### src/rtl/ille_pkg.sv
// ----------------------------------------------------------------------------
// Indexed linked list engine package
// Shared widths, request and status codes, controller states and the
// command and status types that pass between controller and datapath.
// ----------------------------------------------------------------------------
package ille_pkg;

  localparam int CAPACITY_DEF   = 1024;
  localparam int VALUE_BITS_DEF = 32;

  localparam int CMD_W  = 3;
  localparam int POS_W  = 16;
  localparam int VIN_W  = 32;
  localparam int VOUT_W = 32;
  localparam int STAT_W = 2;
  localparam int LEN_W  = 11;

  localparam int IN_TDATA_W  = 48;
  localparam int OUT_TDATA_W = 48;
  localparam int OUT_PAD_W   = OUT_TDATA_W - LEN_W - VOUT_W;

  typedef enum logic [CMD_W-1:0] {
    CMD_GET      = 3'd0,
    CMD_ADD_HEAD = 3'd1,
    CMD_ADD_TAIL = 3'd2,
    CMD_ADD_POS  = 3'd3,
    CMD_DEL_POS  = 3'd4
  } cmd_t;

  typedef enum logic [STAT_W-1:0] {
    RS_DONE   = 2'd0,
    RS_ABSENT = 2'd1,
    RS_FULL   = 2'd2
  } res_status_t;

  typedef enum logic [3:0] {
    ST_IDLE,
    ST_DECODE,
    ST_ALLOC,
    ST_ALLOC_WAIT,
    ST_INS,
    ST_INS_WALK,
    ST_INS_LINK,
    ST_INS_PREV,
    ST_GET_WALK,
    ST_GET_VAL,
    ST_DEL_WALK,
    ST_DEL_HEAD,
    ST_DEL_RD,
    ST_DEL_WR,
    ST_FIN
  } ctl_state_t;

  typedef enum logic [4:0] {
    OP_NOP,
    OP_LOAD,
    OP_MISS,
    OP_FULL,
    OP_WALK_POS,
    OP_WALK_POS_M1,
    OP_WALK_STEP,
    OP_GET_VAL,
    OP_ALLOC_POP,
    OP_ALLOC_TAKE,
    OP_ALLOC_FRESH,
    OP_INS_HEAD,
    OP_INS_VAL,
    OP_INS_LINK,
    OP_INS_PREV,
    OP_DEL_HEAD,
    OP_DEL_RD,
    OP_DEL_WR,
    OP_OUT
  } dp_op_t;

  typedef struct packed {
    logic [CMD_W-1:0] cmd;
    logic             pos_neg;
    logic             pos_zero;
    logic             pos_ge_cnt;
    logic             pos_gt_cnt;
    logic             free_nonempty;
    logic             fresh_avail;
    logic             rem_zero;
    logic             ins_zero;
  } dp_stat_t;

endpackage

### src/rtl/ille_ctrl.sv
// ----------------------------------------------------------------------------
// Indexed linked list controller
// Sequences each request through decode, slot allocation, link walk and
// update steps, and owns the input and result handshakes.
// ----------------------------------------------------------------------------
module ille_ctrl
  import ille_pkg::*;
(
  input  logic     clk,
  input  logic     rst_n,
  input  logic     in_tvalid,
  output logic     in_tready,
  output logic     out_tvalid,
  input  logic     out_tready,
  input  dp_stat_t stat,
  output dp_op_t   op
);

  ctl_state_t state_r, state_nxt;
  logic       out_valid_r, out_valid_nxt;
  logic       out_free;
  logic       pos_miss;

  assign out_free = !out_valid_r || out_tready;
  assign pos_miss = stat.pos_neg || stat.pos_ge_cnt;

  always_comb begin
    state_nxt = state_r;
    unique case (state_r)
      ST_IDLE: begin
        if (in_tvalid) begin
          state_nxt = ST_DECODE;
        end
      end
      ST_DECODE: begin
        case (stat.cmd)
          CMD_GET:      state_nxt = pos_miss ? ST_FIN : ST_GET_WALK;
          CMD_ADD_HEAD: state_nxt = ST_ALLOC;
          CMD_ADD_TAIL: state_nxt = ST_ALLOC;
          CMD_ADD_POS: begin
            state_nxt = (!stat.pos_neg && stat.pos_gt_cnt) ? ST_FIN : ST_ALLOC;
          end
          CMD_DEL_POS:  state_nxt = pos_miss ? ST_FIN : ST_DEL_WALK;
          default:      state_nxt = ST_FIN;
        endcase
      end
      ST_ALLOC: begin
        priority if (stat.free_nonempty) begin
          state_nxt = ST_ALLOC_WAIT;
        end else if (stat.fresh_avail) begin
          state_nxt = ST_INS;
        end else begin
          state_nxt = ST_FIN;
        end
      end
      ST_ALLOC_WAIT: state_nxt = ST_INS;
      ST_INS:        state_nxt = stat.ins_zero ? ST_FIN : ST_INS_WALK;
      ST_INS_WALK: begin
        if (stat.rem_zero) begin
          state_nxt = ST_INS_LINK;
        end
      end
      ST_INS_LINK:   state_nxt = ST_INS_PREV;
      ST_INS_PREV:   state_nxt = ST_FIN;
      ST_GET_WALK: begin
        if (stat.rem_zero) begin
          state_nxt = ST_GET_VAL;
        end
      end
      ST_GET_VAL:    state_nxt = ST_FIN;
      ST_DEL_WALK: begin
        if (stat.rem_zero) begin
          state_nxt = stat.pos_zero ? ST_DEL_HEAD : ST_DEL_RD;
        end
      end
      ST_DEL_HEAD:   state_nxt = ST_FIN;
      ST_DEL_RD:     state_nxt = ST_DEL_WR;
      ST_DEL_WR:     state_nxt = ST_FIN;
      ST_FIN: begin
        if (out_free) begin
          state_nxt = ST_IDLE;
        end
      end
      default:       state_nxt = ST_IDLE;
    endcase
  end

  always_comb begin
    op = OP_NOP;
    unique case (state_r)
      ST_IDLE: begin
        if (in_tvalid) begin
          op = OP_LOAD;
        end
      end
      ST_DECODE: begin
        case (stat.cmd)
          CMD_GET:     op = pos_miss ? OP_MISS : OP_WALK_POS;
          CMD_ADD_POS: begin
            if (!stat.pos_neg && stat.pos_gt_cnt) begin
              op = OP_MISS;
            end
          end
          CMD_DEL_POS: begin
            priority if (pos_miss) begin
              op = OP_MISS;
            end else if (stat.pos_zero) begin
              op = OP_WALK_POS;
            end else begin
              op = OP_WALK_POS_M1;
            end
          end
          CMD_ADD_HEAD, CMD_ADD_TAIL: op = OP_NOP;
          default:     op = OP_MISS;
        endcase
      end
      ST_ALLOC: begin
        priority if (stat.free_nonempty) begin
          op = OP_ALLOC_POP;
        end else if (stat.fresh_avail) begin
          op = OP_ALLOC_FRESH;
        end else begin
          op = OP_FULL;
        end
      end
      ST_ALLOC_WAIT: op = OP_ALLOC_TAKE;
      ST_INS:        op = stat.ins_zero ? OP_INS_HEAD : OP_INS_VAL;
      ST_INS_WALK:   op = OP_WALK_STEP;
      ST_INS_LINK:   op = OP_INS_LINK;
      ST_INS_PREV:   op = OP_INS_PREV;
      ST_GET_WALK:   op = OP_WALK_STEP;
      ST_GET_VAL:    op = OP_GET_VAL;
      ST_DEL_WALK:   op = OP_WALK_STEP;
      ST_DEL_HEAD:   op = OP_DEL_HEAD;
      ST_DEL_RD:     op = OP_DEL_RD;
      ST_DEL_WR:     op = OP_DEL_WR;
      ST_FIN: begin
        if (out_free) begin
          op = OP_OUT;
        end
      end
      default:       op = OP_NOP;
    endcase
  end

  always_comb begin
    out_valid_nxt = out_valid_r;
    if (out_tready) begin
      out_valid_nxt = 1'b0;
    end
    if (state_r == ST_FIN && out_free) begin
      out_valid_nxt = 1'b1;
    end
  end

  always_ff @(posedge clk) begin
    if (!rst_n) begin
      state_r     <= ST_IDLE;
      out_valid_r <= 1'b0;
    end else begin
      state_r     <= state_nxt;
      out_valid_r <= out_valid_nxt;
    end
  end

  assign in_tready  = (state_r == ST_IDLE);
  assign out_tvalid = out_valid_r;

endmodule

### config.mk
export PLATFORM = sky130hd
export DESIGN_NAME = ille_ctrl
export DESIGN_NICKNAME = d
export VERILOG_FILES = /design/src/rtl/ille_pkg.sv /design/src/rtl/ille_ctrl.sv
export SDC_FILE = /design/constraint.sdc
export NUM_CORES = 1
export LEC_CHECK = 0
export ABC_AREA = 1
export BUFFER_PORTS_ARGS = -buffer_cell sky130_fd_sc_hd__buf_4
export CELL_PAD_IN_SITES_DETAIL_PLACEMENT = 0
export CELL_PAD_IN_SITES_GLOBAL_PLACEMENT = 2
export CORE_MARGIN = 5
export CORE_UTILIZATION = 22
export CTS_CLUSTER_SIZE = 25
export DETAILED_ROUTE_END_ITERATION = 10
export PLACE_DENSITY = 0.85
export SETUP_SLACK_MARGIN = 0.4
export SKIP_LAST_GASP = 1
export SLEW_MARGIN = 20
export SYNTH_ARGS = -nofsm -noshare
export SYNTH_HDL_FRONTEND = slang
export SYNTH_SLANG_ARGS = --single-unit
export TNS_END_PERCENT = 5
### constraint.sdc
create_clock -name clk -period 1.6 [get_ports clk]
set_input_delay 0.08 -clock clk [delete_from_list [all_inputs] [get_ports clk]]
set_output_delay 0.08 -clock clk [all_outputs]
set_load 0.02 [all_outputs]
; ---- Word level (Yosys, flattened, before mapping)
; Cells that the tools add are included.
[classes]
addsub = 0
div = 0
n_lt_le_gt_ge = 0
reduce_logical = 13
shifts = 0
bitwise = 0
n_eq_ne = 23
mul = 0
muxes = 27
[ops]
columns = operator, count
row1 = case mux 5 bit (13 select lines), 1
row2 = case mux 4 bit (12 select lines), 1
row3 = 2-to-1 mux 4 bit, 11
row4 = "== test 4 bit, second input constant", 7
row5 = 2-to-1 mux 3 bit, 6
row6 = "== test 4 x 3 -> 1 bit, second input constant", 4
row7 = case mux 4 bit (4 select lines), 1
row8 = case mux 3 bit (4 select lines), 1
row9 = "inequality test 2 bit, second input constant", 5
row10 = "== test 4 x 2 -> 1 bit, second input constant", 2
row11 = "== test 3 x 2 -> 1 bit, second input constant", 2
row12 = 2-to-1 mux 5 bit, 1
row13 = AND reduction 5 bit, 1
row14 = "== test 4 x 1 -> 1 bit, second input constant", 1
row15 = logical NOT 4 bit, 1
row16 = 2-to-1 mux 1 bit, 4
row17 = OR reduction 4 bit, 1
row18 = "== test 3 x 1 -> 1 bit, second input constant", 1
row19 = "== test 3 bit, second input constant", 1
row20 = logical NOT 3 bit, 1
row21 = OR reduction 3 bit, 1
row22 = logical AND 1 bit, 2
row23 = logical NOT 1 bit, 2
row24 = logical OR 1 bit, 2
row25 = 3 further kinds, 3
[totals]
mem_bits_ro = 0
mem_bits_rw = 0
input_bits = 15
latchBits = 0
register_bits = 5
mem_count = 0

; ---- Depth between registers and ports, before layout
; Gate-level depths: netlist of run 1.
[logic_depth]
depth_word = 5
ltp_mapped = 10

; ---- Least setup slack after synthesis of run 1
; OpenSTA, ideal clock, no wires.
[synth_path]
path_type = register -> register
from = register state_r[0]
to = register state_r[0]
required_ps = 1481
setup_ps = 119
arrival_ps = 1102
path_stages_with_launch = 10
period_less_slack_ps = 1221
setup_slack_ps = 379
path_cell_list = dfxtp_1 > inv_2 > nor2_2 > nand2_2 > nand2_1 > nand2_1 > nand3b_2 > inv_2 > o21ai_1 > a21oi_1
[synth_between]
elab_chain_cells = 3
[synth_rtl]
columns = element, line
row1 = from (decl), ille_ctrl.sv:19  ; ctl_state_t state_r, state_nxt;
row2 = from (signal assigned), ille_ctrl.sv:161  ; state_r <= state_nxt;
row3 = == test 4 bit (tied with other cells), ille_ctrl.sv:29  ; unique case (state_r)
row4 = OR reduction 4 bit (no source line) or inequality test 2 bit (tied branches), --
row5 = case mux 4 bit (12 select lines) or AND reduction 5 bit (tied branches), --
; Several ways; a longest one is shown, not always the timed one.
; A chain may end at the register's enable or synchronous reset.

; ---- Final worst setup path of run 1
[layout_path]
from = register state_r[1]
to = output port op[0]
[layout_between]
elab_chain_cells = 3
[layout_rtl]
columns = element, line
row1 = == test 4 bit or == test 4 x 3 -> 1 bit (tied branches), ille_ctrl.sv:90  ; unique case (state_r)
row2 = OR reduction 3 bit (no source line), --
row3 = case mux 5 bit (13 select lines) *, ille_ctrl.sv:90
row4 = to (decl), ille_ctrl.sv:16  ; output dp_op_t op
; Every way passes the cells marked *; elsewhere a longest branch is shown, timed or not.

==> run metrics, run 1 <==
CTS HTree Levels=1; Vias/cell=4.789; final core utilization=39.59%; CP Data Required Time=around 1.5 ns; CTS root buf=clkbuf_4; Slew HR=between 80 and 90%; leakage power=0.5846 nW; first-pass GRT wire length=approximately 3700 um; clk buf depth=2; FILL cells=300; Final nets=roughly 180; CP peak stage delay=0.38 ns; IR drop worst, VDD=roughly 1 mV; CP top delay family=flip-flops; Max Clk Rate=about 0.67 GHz; Avg Cell Area, Syn=roughly 5.0 um2; sequential fraction of the synthesis area=15.44%; yosys warns=0; Die ar.=~4100 um2; commonest cells after routing, fill and taps aside=nand2_1, buf_4, inv_1; Clock Latency Late Sink=about 0.25 ns; site row count=19; Core ar.=about 2800 um2; post-synth cell types=21; Top Ports=22; DIE WIDTH=approximately 64 um; post-synthesis instance area=around 650 um2; slowest stage cell, crit path=dfxtp_4; CTS clk-pin slew, worst paths=0.05 ns; power per cell area=approximately 1900 nW/um2; status=finished, final reports clean; commonest non-fill, non-tap cell in the layout=nand2_1; CTS buffer count=3; final setup TNS=0 ns; starting density of the core=23.30%; crit path DAT=about 1.4 ns; Post-DRT Antenna Nets=0; vias in the first global route=around 900; final hold violation count=0; wire length per cell=around 13 um; Syn Inst Count=about 130; RSZ-0062 raised after global routing=true; reg-to-reg setup timing slack=about 0.21 ns; largest net degree at the start of global routing=8; CTS tree=done; Max Cap Viol=0; GRT Total Usage=10.89%; final WL=between 2000 and 2500 um; # DRC=0; Post-Syn Nets=144; Final Cycle Share=93.17%; setup violators final=0; detailed placement HPWL=~1700 um; gr ovfl total=0; Final Skew=around 0.0027 ns; Least-Margin Pin Slew=0.2431 ns; pins over their slew limit=0; Area Overhead vs Synth=69.88%; routability cong.=around 0.86; critical path cell sequence=nand2_2 -> clkinv_2 -> nand2_2 -> o2111ai_2 -> a211oi_2 -> nand2_1 -> buf_6; Startpoint Class=flop; Tmin final=between 1 and 1.5 ns; cts hold-fix bufs=0; Clock Sink Count=5; WS Path Type=flop to primary output; die height=between 60 and 70 um; Worst Path Buf+Inv=2; Hold WC Path Type=input port to flop; Iteration-0 DRC Markers=29; share of cells above drive strength 1=47.24%; Via Count=slightly above 900; Crit Path Max Fanout=6; initial antenna violation count=0; I/O Buffers=21; Worst Setup End Kind=primary output; Antenna Diode Count=0; Initial DRT Pass Iterations=4; most frequent CP cell=nand2_2; #FFs+latches synth=5
-- where the power goes --
group	internal [mW]	total (mW)	switching, mW
registers	0.193	0.313	0.120
logic	0.656	1.59	0.935
clock network	0.0948	0.154	0.0596
total	0.944	2.06	1.11
-- metrics by stage --
step	worst slack [ns]	hold WS, ns	instances	instance area (um2)	power [mW]
2_1_floorplan	0.4186	0.2608	129	654.4	1.015
3_3_place_gp	0.1222	0.3738	181	850.8	1.412
3_5_place_dp	0.2166	0.3804	181	850.8	1.387
4_1_cts	0.1176	0.1149	190	996.0	1.787
6_report	0.1093	0.1234	194	1101	2.058
5_1_grt	0.01534	0.1403	194	1101	2.222
-- worst paths after layout --
kind | cells after the start | from | endpoint
worst min-delay path | 4 | out_tready | out_tvalid
worst min register to register | 2 | out_tvalid | out_tvalid
worst max register to register | 10 | state_r[2] | state_r[2]
worst max-delay path | 7 | state_r[1] | op[0]
-- synthesized netlist by cell type --
cell type	number	share of area, %
nand2_1	46	27
inv_1	19	11
nor2_1	14	8.1
a21oi_1	10	7.7
nand3_1	8	6.2
dfxtp_1	5	15
nor2_2	5	4.8
inv_2	4	2.3
nand4_1	3	2.9
nand2_2	2	1.9
nor3_1	2	1.5
o21ai_1	2	1.5
a211oi_1	1	1.2
a31oi_1	1	0.97
and2_1	1	0.97
clkinv_1	1	0.58
nand3b_1	1	1.2
nand3b_2	1	1.7
o2111ai_1	1	1.4
o211ai_1	1	1.2
o21ai_0	1	0.77
-- worst min-delay path, stage by stage --
cell and delay, ns:
buf_4 0.07, inv_1 0.04, nand2_1 0.06, a21oi_1 0.06
-- flip-flops by register name, summed over array words and instances, names as in the netlist --
name and cells:
out_tvalid 1, state_r 4
-- routing by layer --
metal	track usage (%)	share of wire [%]	wire, um	up-vias
li1	-	-	-	475
met1	13.31	41	993	417
met2	18.16	52	1265	29
met3	2.802	4.2	103	8
met4	4.071	3.3	81	0
met5	0	0	0	-
-- area by class of cell --
cell class              instances  area, um2  share of cell area (%)
multi-input cells             100      586.8                   53.30
repair buffers                 30      232.7                   21.14
flip-flops and latches          5      115.1                   10.45
inverters                      24      101.3                   9.204
well taps                      31      38.79                   3.523
clock buffers                   4      26.28                   2.386
-- what timing repair did --
item                                    in CTS  in global routing
buffers inserted                             5                  4
cloned                                       0                  0
endpoints found under the hold margin        0                  0
pin swaps                                    8                 10
resized for setup                           30                 21
endpoints found under the setup margin      10                 10
-- kinds of logic (layout without fill, tap and decap cells) --
kind of cell    Yosys count  count (layout)  share of synthesized area [%]
compound gates           17              17                          14.67
buf+inv                  24              58                          13.90
flops                     5               5                          15.44
simple gates             83              83                          55.99
No activity file was read; power rests on OpenSTA's default activity.
==> inputs of run 2 (changes only) <==
--- a/config.mk
+++ b/config.mk
@@ -13,7 +13,7 @@
 export CORE_UTILIZATION = 22
 export CTS_CLUSTER_SIZE = 25
 export DETAILED_ROUTE_END_ITERATION = 10
-export PLACE_DENSITY = 0.85
+export PLACE_DENSITY = 0.82
 export SETUP_SLACK_MARGIN = 0.4
 export SKIP_LAST_GASP = 1
 export SLEW_MARGIN = 20
==> run metrics, run 2 (same netlist as run 1, synthesis figures left out) <==
Initial DRT Pass Iterations=4; Comb pwr share=78.5%; vias in the first global route=904; max reg flops=4; final setup TNS=0 ns; Reg with most FFs=state_r; CTS buffer count=3; Vias/cell=around 4.8; Tmin final=between 1 and 1.5 ns; Area Overhead vs Synth=78.76%; leakage power=0.6061 nW; WS Path Type=flop to primary output; worst slack at placement=roughly 0.15 ns; CP startpoint=state_r[0]; Via Count=between 900 and 1,000; Clock Sink Count=5; register share of total power=between 10% and 20%; commonest cells after routing, fill and taps aside=nand2_1, buf_4, inv_1; Top Ports=22; routability cong.=0.8939; crit path DAT=about 1.4 ns; CTS tree=done; Clock power frac=7.2%; Final Skew=0.007551 ns; Clock Latency Late Sink=0.25 ns; die height=approximately 64 um; commonest non-fill, non-tap cell in the layout=nand2_1; final hold violation count=0; Post-DRT Antenna Nets=0; share of cells above drive strength 1=between 40 and 50%; CP endpoint=op[1]; Die ar.=4131 um2; starting density of the core=about a quarter; largest net degree at the start of global routing=8; setup violators final=0; final core utilization=between 40% and 50%; # DRC=0; clk buf depth=2; I/O Buffers=21; Hold WC Path Type=input port to flop; gr ovfl total=0; cts hold-fix bufs=0; Startpoint Class=flop; IR drop worst, VDD=a little under 1 mV; Max Clk Rate=between 0.6 and 0.7 GHz; Worst Setup End Kind=primary output; sw frac=around 53%; initial antenna violation count=0; status=finished, final reports clean; pins over their slew limit=0; CP Data Required Time=~1.5 ns; CP peak stage delay=0.38 ns; CTS HTree Levels=1; CTS clk-pin slew, worst paths=roughly 0.05 ns; Core ar.=around 2800 um2; Iteration-0 DRC Markers=32; critical path cell sequence=inv_4 -> nor2_4 -> nand2_2 -> nand2_4 -> a21oi_4 -> nand4_1 -> buf_6; Least-Margin Pin Slew=about 0.21 ns; internal power=approximately 1 mW; reg-to-reg setup timing slack=roughly 0.17 ns; Max Cap Viol=0; wire length per cell=~13 um; Final nets=about 180; Reg-to-Reg Start=state_r[1]; Area after DPL=850.8 um2; final WL=between 2000 and 3000 um; Crit Path Max Fanout=6; power per cell area=around 1900 nW/um2; CTS root buf=clkbuf_4; switching pwr=1.150 mW; R2R depth=11; post-route cell area=about 1200 um2; GRT Total Usage=between 10% and 20%; RSZ-0062 raised after global routing=true; Antenna Diode Count=0; site row count=19; DIE WIDTH=between 60 and 70 um; slowest stage cell, crit path=dfxtp_4; setup ws final=roughly 0.11 ns; r2r endpoint=state_r[1]; first-pass GRT wire length=around 3800 um; Slew HR=between 80 and 90%; detailed placement HPWL=1844 um; Final Cycle Share=between 90 and 100%
run 2: cell types whose count changed in the layout (fill, tap and decap cells not counted), sizes merged:
cell and delta:
buf +5, clkinv -1, inv +1
run 2: how the worst min path moves through the flow:
stage          startpoint          to  slack (ns)  cells past startpoint
2_1_floorplan       rst_n  state_r[1]        0.26                      2
3_3_place_gp   out_tready  out_tvalid        0.38                      4
3_5_place_dp   out_tready  out_tvalid        0.38                      4
4_1_cts           stat[1]  state_r[0]        0.11                      4
5_1_grt        out_tready  out_tvalid        0.13                      4
6_report          stat[1]  state_r[0]        0.11                      4
run 2: layer usage:
layer | part of all wire (%) | global-route usage (%)
met5 | 0 | 0
met1 | 41 | 13.94
met2 | 52 | 18.66
met4 | 1.6 | 4.835
met3 | 4.6 | 2.977
run 2: power by group through the flow:
| stage | clock, mW | combinational (mW) | sequential (mW) |
|---|---|---|---|
| global route | 0.167 | 1.83 | 0.318 |
| floorplan | 0 | 0.784 | 0.231 |
| finish | 0.156 | 1.70 | 0.308 |
| detailed placement | 0 | 1.15 | 0.243 |
| global placement | 0 | 1.18 | 0.240 |
| CTS | 0.160 | 1.39 | 0.300 |
run 2: critical path, delay by kind of cell, from the launching register on:
family / cells / cell delay, ns
flip-flops: 1 / 0.38
AND/OR/NAND/NOR: 4 / 0.36
AO/OA/AOI/OAI: 1 / 0.15
buffers and inverters: 2 / 0.26
run 2: timing repair:
action,CTS,global route
buffers inserted,8,6
setup endpoints to repair,10,10
gates resized for setup,33,22
pin swaps,10,9
run 2: cell type report:
type	count	area [um2]
Fill cell	292	1623
Multi-Input combinational cell	100	598.1
Timing Repair Buffer	35	277.8
Sequential cell	5	115.1
Inverter	24	102.6
Tap cell	31	38.79
Clock buffer	4	26.28
run 2: through the flow:
| step | instances | hold slack [ns] | total power [mW] |
|---|---|---|---|
| floorplan | 129 | 0.2608 | 1.015 |
| global placement | 181 | 0.3751 | 1.416 |
| detailed placement | 181 | 0.3829 | 1.398 |
| CTS | 193 | 0.1099 | 1.853 |
| global route | 199 | 0.1305 | 2.317 |
| finish | 199 | 0.1133 | 2.161 |
==> inputs of run 3 (changes only) <==
--- a/config.mk
+++ b/config.mk
@@ -13,6 +13,7 @@
 export CORE_UTILIZATION = 22
 export CTS_CLUSTER_SIZE = 25
 export DETAILED_ROUTE_END_ITERATION = 10
+export MAX_ROUTING_LAYER = met4
 export PLACE_DENSITY = 0.82
 export SETUP_SLACK_MARGIN = 0.4
 export SKIP_LAST_GASP = 1
==> run metrics, run 3 (same netlist as run 1, synthesis figures left out) <==
CTS buffer count=3; first-pass GRT wire length=between 3000 and 4000 um; die height=~64 um; routability cong.=between 0.9 and 1; Clock Latency Late Sink=~0.25 ns; I/O Buffers=21; Iteration-0 DRC Markers=32; IR drop worst, VDD=around 0.97 mV; Slew HR=between 80% and 90%; CTS clk-pin slew, worst paths=about 0.05 ns; Clock power frac=between 7 and 8%; total power=about 2.2 mW; gr ovfl total=0; setup ws final=between 0.1 and 0.15 ns; Core ar.=roughly 2800 um2; RSZ-0062 raised after global routing=true; reg-to-reg setup timing slack=0.17 ns; CP Data Required Time=between 1.5 and 2 ns; Reg with most FFs=state_r; Hold WC Path Type=input port to flop; CTS tree=done; power per cell area=approximately 1900 nW/um2; commonest cells after routing, fill and taps aside=nand2_1, buf_4, inv_1; max reg flops=4; status=finished, final reports clean; Final Skew=roughly 0.0076 ns; Least-Margin Pin Slew=0.2112 ns; sw frac=a little over half; GRT Total Usage=11.73%; final setup TNS=0 ns; Via Count=approximately 960; Crit Path Max Fanout=6; final core utilization=41.66%; starting density of the core=between 20% and 30%; largest net degree at the start of global routing=8; setup violators final=0; leakage power=between 0.6 and 0.7 nW; CTS HTree Levels=1; pins over their slew limit=0; Comb pwr share=approximately four fifths; final hold violation count=0; commonest non-fill, non-tap cell in the layout=nand2_1; Worst Setup End Kind=primary output; site row count=19; Top Ports=22; Post-DRT Antenna Nets=0; Final nets=around 180; share of cells above drive strength 1=approximately 48%; DIE WIDTH=between 60 and 70 um; Clock Sink Count=5; switching pwr=about 1.2 mW; detailed placement HPWL=about 1800 um; Max Cap Viol=0; CTS root buf=clkbuf_4; Final Cycle Share=between 90% and 100%; internal power=~1.0 mW; initial antenna violation count=0; vias in the first global route=904; Vias/cell=between 4 and 5; Max Clk Rate=0.6703 GHz; Initial DRT Pass Iterations=4; WS Path Type=flop to primary output; Antenna Diode Count=0; Placed Cells=~180; Die ar.=between 4000 and 5000 um2; Startpoint Class=flop; Area Overhead vs Synth=78.76%; register share of total power=between 10% and 20%; crit path DAT=1.41 ns; wire length per cell=about 13 um; final WL=approximately 2500 um; clk buf depth=2; Tmin final=between 1 and 1.5 ns; post-route insts no fill=between 150 and 200; worst slack at placement=roughly 0.15 ns; # DRC=0
-- run 3: cell counts in the layout (fill, tap and decap cells not counted) --
No cell type changed its count.
-- run 3: path summary, 6_finish.rpt --
kind	to	start	cells past startpoint
max	op[1]	state_r[0]	7
min	state_r[0]	stat[1]	4
max reg2reg	state_r[1]	state_r[1]	11
min reg2reg	out_tvalid	out_tvalid	2
-- run 3: layout make-up --
type                            instances  area (um2)
Fill cell                             292        1623
Timing Repair Buffer                   35       277.8
Inverter                               24       102.6
Clock buffer                            4       26.28
Multi-Input combinational cell        100       598.1
Tap cell                               31       38.79
Sequential cell                         5       115.1
-- run 3: routing by layer --
| layer | share of wire, % | track usage [%] | vias to the layer above |
|---|---|---|---|
| li1 | - | - | 486 |
| met3 | 4.6 | 2.977 | 6 |
| met4 | 2.2 | 4.835 | 0 |
| met1 | 41 | 13.94 | 443 |
| met5 | 0 | - | - |
| met2 | 52 | 18.66 | 29 |
-- run 3: worst max-delay path: stages, from the launching register on --
cell	delay, ns
dfxtp_4	0.38
inv_4	0.11
nor2_4	0.06
nand2_2	0.10
nand2_4	0.07
a21oi_4	0.15
nand4_1	0.13
buf_6	0.15
-- run 3: power by group through the flow --
| stage | combinational (mW) | sequential, mW | clock, mW |
|---|---|---|---|
| after floorplan | 0.784 | 0.231 | 0 |
| after global placement | 1.18 | 0.240 | 0 |
| after detailed placement | 1.15 | 0.243 | 0 |
| after CTS | 1.39 | 0.300 | 0.160 |
| after global routing | 1.83 | 0.318 | 0.167 |
| final | 1.70 | 0.308 | 0.156 |
-- run 3: timing repair --
action | CTS | global route
pin swaps | 10 | 9
endpoints found under the setup margin | 10 | 10
resized for setup | 33 | 22
hold buffers | 0 | 0
setup buffers | 8 | 6
-- run 3: metrics by stage --
step | hold WS [ns] | instance area [um2]
2_1_floorplan | 0.2608 | 654.4
3_3_place_gp | 0.3751 | 850.8
3_5_place_dp | 0.3829 | 850.8
4_1_cts | 0.1099 | 1032
5_1_grt | 0.1305 | 1159
6_report | 0.1133 | 1159
